File: config.mk
export PLATFORM = sky130hd
export DESIGN_NAME = mos_ram
export DESIGN_NICKNAME = d
export VERILOG_FILES = /design/src/design/mos_ram.sv
export SDC_FILE = /design/constraint.sdc
export NUM_CORES = 2
export LEC_CHECK = 0
export BUFFER_PORTS_ARGS = -buffer_cell sky130_fd_sc_hd__buf_4
export CAP_MARGIN = 20
export CORE_MARGIN = 4
export CORE_UTILIZATION = 35
export CTS_CLUSTER_DIAMETER = 50
export CTS_CLUSTER_SIZE = 40
export DETAILED_ROUTE_END_ITERATION = 6
export GPL_ROUTABILITY_DRIVEN = 0
export PLACE_DENSITY_LB_ADDON = 0.05
export SYNTH_ARGS = -nofsm -noshare
export SYNTH_HDL_FRONTEND = slang
export SYNTH_SLANG_ARGS = --single-unit
export TNS_END_PERCENT = 10
File: constraint.sdc
create_clock -name clk -period 2.9 [get_ports clk]
set_input_delay 0.145 -clock clk [delete_from_list [all_inputs] [get_ports clk]]
set_output_delay 0.145 -clock clk [all_outputs]
set_load 0.01 [all_outputs]
File: src/design/mos_ram.sv
// ----------------------------------------------------------------------------
// mos_ram: generic single-port RAM
// One read or write per cycle, read data registered.
// ----------------------------------------------------------------------------
module mos_ram #(
  parameter int WIDTH = 8,
  parameter int DEPTH = 256
) (
  input  logic                     clk,
  input  logic                     we,
  input  logic [$clog2(DEPTH)-1:0] addr,
  input  logic [WIDTH-1:0]         wdata,
  output logic [WIDTH-1:0]         rdata
);

  logic [WIDTH-1:0] mem [DEPTH];

  always_ff @(posedge clk) begin
    if (we) begin
      mem[addr] <= wdata;
    end
    rdata <= mem[addr];
  end

endmodule

# --- Word-level counts from Yosys, hierarchy flattened ---
# Memory sizes are Yosys's and may differ from the RTL's. A register that Yosys moved wholly into a read port is not among the register bits.
# Index checks and enable logic that the tools add are counted.
totals:
  regBits: 0
  ram_bits: 2048
  out_inout_bits: 8
  word_cells: 3
  n_memories: 1
mem_list:
  columns: ["memory", "depth", "word_bits", "rd", "rd_clocked_by_memory_dff", "wr", "line_no", "text"]
  rows:
  - ["mem", 256, 8, 1, 1, 1, "16", "logic [WIDTH-1:0] mem [DEPTH];"]
op_classes:
  mux: 2
op_table:
  columns: ["cell", "count"]
  rows:
  - ["$mux 1", 2]

# --- Longest topological paths before layout ---
depth:
  depth_word: 2
  ltp_mapped: 10
  ltp_nobuf: 5

# --- Worst setup path after synthesis ---
# Ideal clock, no wire load.
synth_timing:
  path_type: "input to register"
  start: "input port addr[1]"
  end: "memory mem[111][0], enable pin"
  setup_time_ns: 0.370
  arrival_ns: 1.994
  required_ns: 2.530
  path_slack_ns: 0.536
  stages: 9
  path_buffers: 5
  cell_sequence: "buf_2 -> clkbuf_1 -> clkbuf_1 -> nand2_1 -> buf_2 -> nor2_1 -> nand2_1 -> clkbuf_1 -> nor2_1"
synth_lines:
  columns: ["element", "line_no", "text"]
  rows:
  - ["start: declaration", "11", "input logic [$clog2(DEPTH)-1:0] addr,"]
  - ["end: declaration", "16", null]
# No word-level cell before the write port.

==> flow_metrics.py <==
metrics = {
    "cts": {
        "clock_sinks": 2056,
        "cts.clk_slew.worst_paths_ns": 0.07,
        "cts_buffer_depth": 3,
        "h-tree-depth": 4,
        "numCtsBuffers": 229,
        "cts_root_buf": "clkbuf_16",
        "tritoncts": "yes",
        "cts_resized": 0,
        "clock_latency_ns": 0.86,
        "hold_buffers": 10,
        "cts_setup_buffers": 0,
    },
    "pwr": {
        "p_clk_share_pct": 45.7,
        "pwr-share-comb_pct": 4.8,
        "peakVddDrop_mv": 0.630,
        "intPower_w": 0.0517,
        "power.leakage_nw": 29.9,
        "switching_share_pct": 22.1,
        "pwr-share-seq_pct": 49.4,
        "cellPowerDensity_mw_per_mm2": 701,
        "switchingPower_w": 0.0147,
    },
    "placed_design": {
        "place_hpwl_mm": 144,
        "dp_cells": 6866,
        "place_ws_ns": -0.540,
        "io_buffers": 25,
    },
    "logic_synthesis": {
        "synth_common_cells": "edfxtp_1 (2,048), mux4_2 (512), a22oi_1 (256), nor2_1 (232), clkbuf_1 (145)",
        "netlist_area_mm2": 0.0785,
        "syn-instance-count": 3547,
        "yosys_most_used_dff": "edfxtp_1",
        "synth_top_family_by_area": "multiplexers",
        "synth.most_common_cell": "edfxtp_1",
        "syn_nets": 3565,
        "ys_warn_count": 0,
        "synth-compound-area-share_pct": 3.62,
        "synthTopCellsByArea": "edfxtp_1 (78%), mux4_2 (15%), a22oi_1 (2.4%), nor2_1 (1.1%), a21oi_1 (0.82%)",
        "synthSimpleGateAreaFrac_pct": 1.73,
        "ys_seq_area_share_pct": 78.6,
        "synth_edf_count": 2048,
        "muxShareOfSynthArea_pct": 14.7,
        "yosys.area_share.adder_pct": 0,
        "avgSynthCellArea_um2": 22.1,
        "ys_ff_latch": 2056,
        "synth_xor_area_share_pct": 0,
        "yosysTopAreaCell": "edfxtp_1",
        "ys_types": 22,
        "synth_top_area_share_pct": 78.3,
        "async_flop_share_pct": 0,
    },
    "critical_path": {
        "crit_path_cell_trace": "mux4_2 > a22oi_1 > a21oi_1 > o41ai_1 > buf_4 > nand4_1",
        "cp.required_ns": 3.63,
        "slowest_delay_ns": 0.84,
        "reg2reg_setup_slack_ns": 0.13,
        "r2r_end": "rdata[5]$_DFF_P_",
        "arrival_ns": 3.51,
        "r2r-start": "mem[243][5]$_DFFE_PP_",
        "endpoint": "rdata[5]$_DFF_P_",
        "endpoint_kind": "flop",
        "critPathKind": "flop to flop",
        "rr_worst_depth": 6,
        "worstPathMaxFanout": 1,
        "start_kind": "flop",
        "startpoint": "mem[243][5]$_DFFE_PP_",
        "cpMaxStageDelayCell": "o41ai_1",
    },
    "timing": {
        "worst_slew_pin_slew_ns": 1.17,
        "max_freq_ghz": 0.361,
        "fin_ws_ns": 0.126,
        "whs_ns": 0.131,
        "min_period_over_period_pct": 95.6,
        "slew_violations": 0,
        "grt_setup_unrepaired": "false",
        "hold_viol_final": 0,
        "final.min_clock_period_ns": 2.77,
        "setup_tns_ns": 0,
        "setup_viol": 0,
        "slew_headroom_pct": 21.5,
        "clock_skew_ns": 0.0410,
    },
    "global_routing": {
        "grt_max_degree": 105,
        "grt_pass1_wl_mm": 321,
        "grt_overflow_total": 0,
        "grt_pass1_vias": 41300,
        "antenna_found_initial": 17,
        "grt_usage_pct": 19.6,
    },
    "die": {
        "io_pins": 26,
        "die-height_um": 482,
        "initial_utilization_pct": 35.2,
        "die_area_mm2": 0.232,
        "die_w_um": 482,
        "coreArea_mm2": 0.223,
        "num_rows": 173,
    },
    "final_layout": {
        "drive_above_1_share_pct": 34.5,
        "utilization_pct": 42.5,
        "multi_input_area_mm2": 0.0158,
        "register_area_mm2": 0.0617,
        "syn_to_final_growth_pct": 20.6,
        "nets": 4150,
        "finalNonFillerCells": 7308,
        "fill_cells": 19200,
    },
    "route": {
        "wirelength_mm": 227,
        "dr.pass1.iters": 5,
        "drt_iter0_drc": 4068,
        "drc": 0,
        "wl_per_cell_um": 31.0,
        "ant_nets": 0,
        "vias_per_cell": 5.34,
        "vias": 39000,
    },
    "flow_run": {
        "maxCapViolCount": 0,
    },
    "outcome": {
        "outcome": "completed",
    },
    "hold_path": {
        "min_path_type": "primary input to flop",
        "min_path_cells": 4,
    },
}
cell families after synthesis:
logic type             after synthesis
DFF                               2056
muxes                              512
AOI/OAI and AO/OA                  416
and+or+nand+nor                    330
buffers and inverters              233
layer usage:
metal / global-route usage, % / up-vias / wire, um
met5: 0 / - / 0
met4: 4.14 / 0 / 4380
met3: 2.96 / 277 / 11200
met2: 33.0 / 1090 / 114000
met1: 27.3 / 21300 / 97600
li1: - / 16300 / -
critical path, delay by kind of cell (launching register included):
family | cells | cell delay (ns)
AOI/OAI and AO/OA | 3 | 1.40
muxes | 1 | 0.52
DFF | 1 | 0.35
buffers and inverters | 1 | 0.29
and+or+nand+nor | 1 | 0.09
final cells by class:
cell class / instances / share of cell area [%]
clock inverters: 174 / 2.19
clock buffers: 255 / 6.31
inverters: 1 / 0.00397
repair buffers: 586 / 5.68
diodes: 3 / 0.00793
well taps: 2975 / 3.93
flip-flops and latches: 2056 / 65.1
multi-input cells: 1258 / 16.7
worst min path at each step:
stage | from | end | slack, ns
6_report | we | mem[134][0]$_DFFE_PP_ | 0.13
5_1_grt | we | mem[114][0]$_DFFE_PP_ | 0.07
4_1_cts | we | mem[114][0]$_DFFE_PP_ | 0.05
3_5_place_dp | wdata[2] | mem[71][2]$_DFFE_PP_ | 0.53
3_3_place_gp | wdata[2] | mem[68][2]$_DFFE_PP_ | 0.52
2_1_floorplan | wdata[0] | mem[0][0]$_DFFE_PP_ | 0.24
power by group through the flow:
stage	Sequential (W)	Combinational (W)	Clock, W
floorplan	0.0334	0.00146	0
global placement	0.0334	0.00325	0
detailed placement	0.0334	0.00329	0
CTS	0.0328	0.00331	0.0311
global route	0.0328	0.00342	0.0324
finish	0.0328	0.00321	0.0304
cell usage in the layout, fill, tap and decap left out, types with 11 or more instances in the layout:
cell / netlist / layout
inv_8: 0 / 16
bufinv_16: 0 / 29
nor2_1: 232 / 231
inv_6: 0 / 39
clkinv_4: 0 / 15
clkbuf_16: 0 / 235
edfxtp_1: 2048 / 2048
o41ai_1: 32 / 23
a22oi_1: 256 / 256
buf_12: 0 / 70
clkinv_8: 0 / 11
clkinv_2: 0 / 19
clkinv_1: 0 / 23
buf_4: 16 / 496
a21oi_1: 128 / 128
nand2_1: 28 / 28
mux4_2: 512 / 512
clkinvlp_4: 0 / 21
clkbuf_1: 145 / 18
nor3_1: 30 / 30
flip-flops by register name, indices dropped and copies added (netlist names):
| name | count |
|---|---|
| mem | 2048 |
| rdata | 8 |
per-stage QoR:
| step | total power (W) | instance area (um2) |
|---|---|---|
| 2_1_floorplan | 0.0349 | 78500 |
| 3_3_place_gp | 0.0367 | 86500 |
| 3_5_place_dp | 0.0367 | 86500 |
| 4_1_cts | 0.0672 | 94700 |
| 5_1_grt | 0.0686 | 94700 |
| 6_report | 0.0664 | 94700 |
Note: power is estimated with default switching activity, not from simulation.
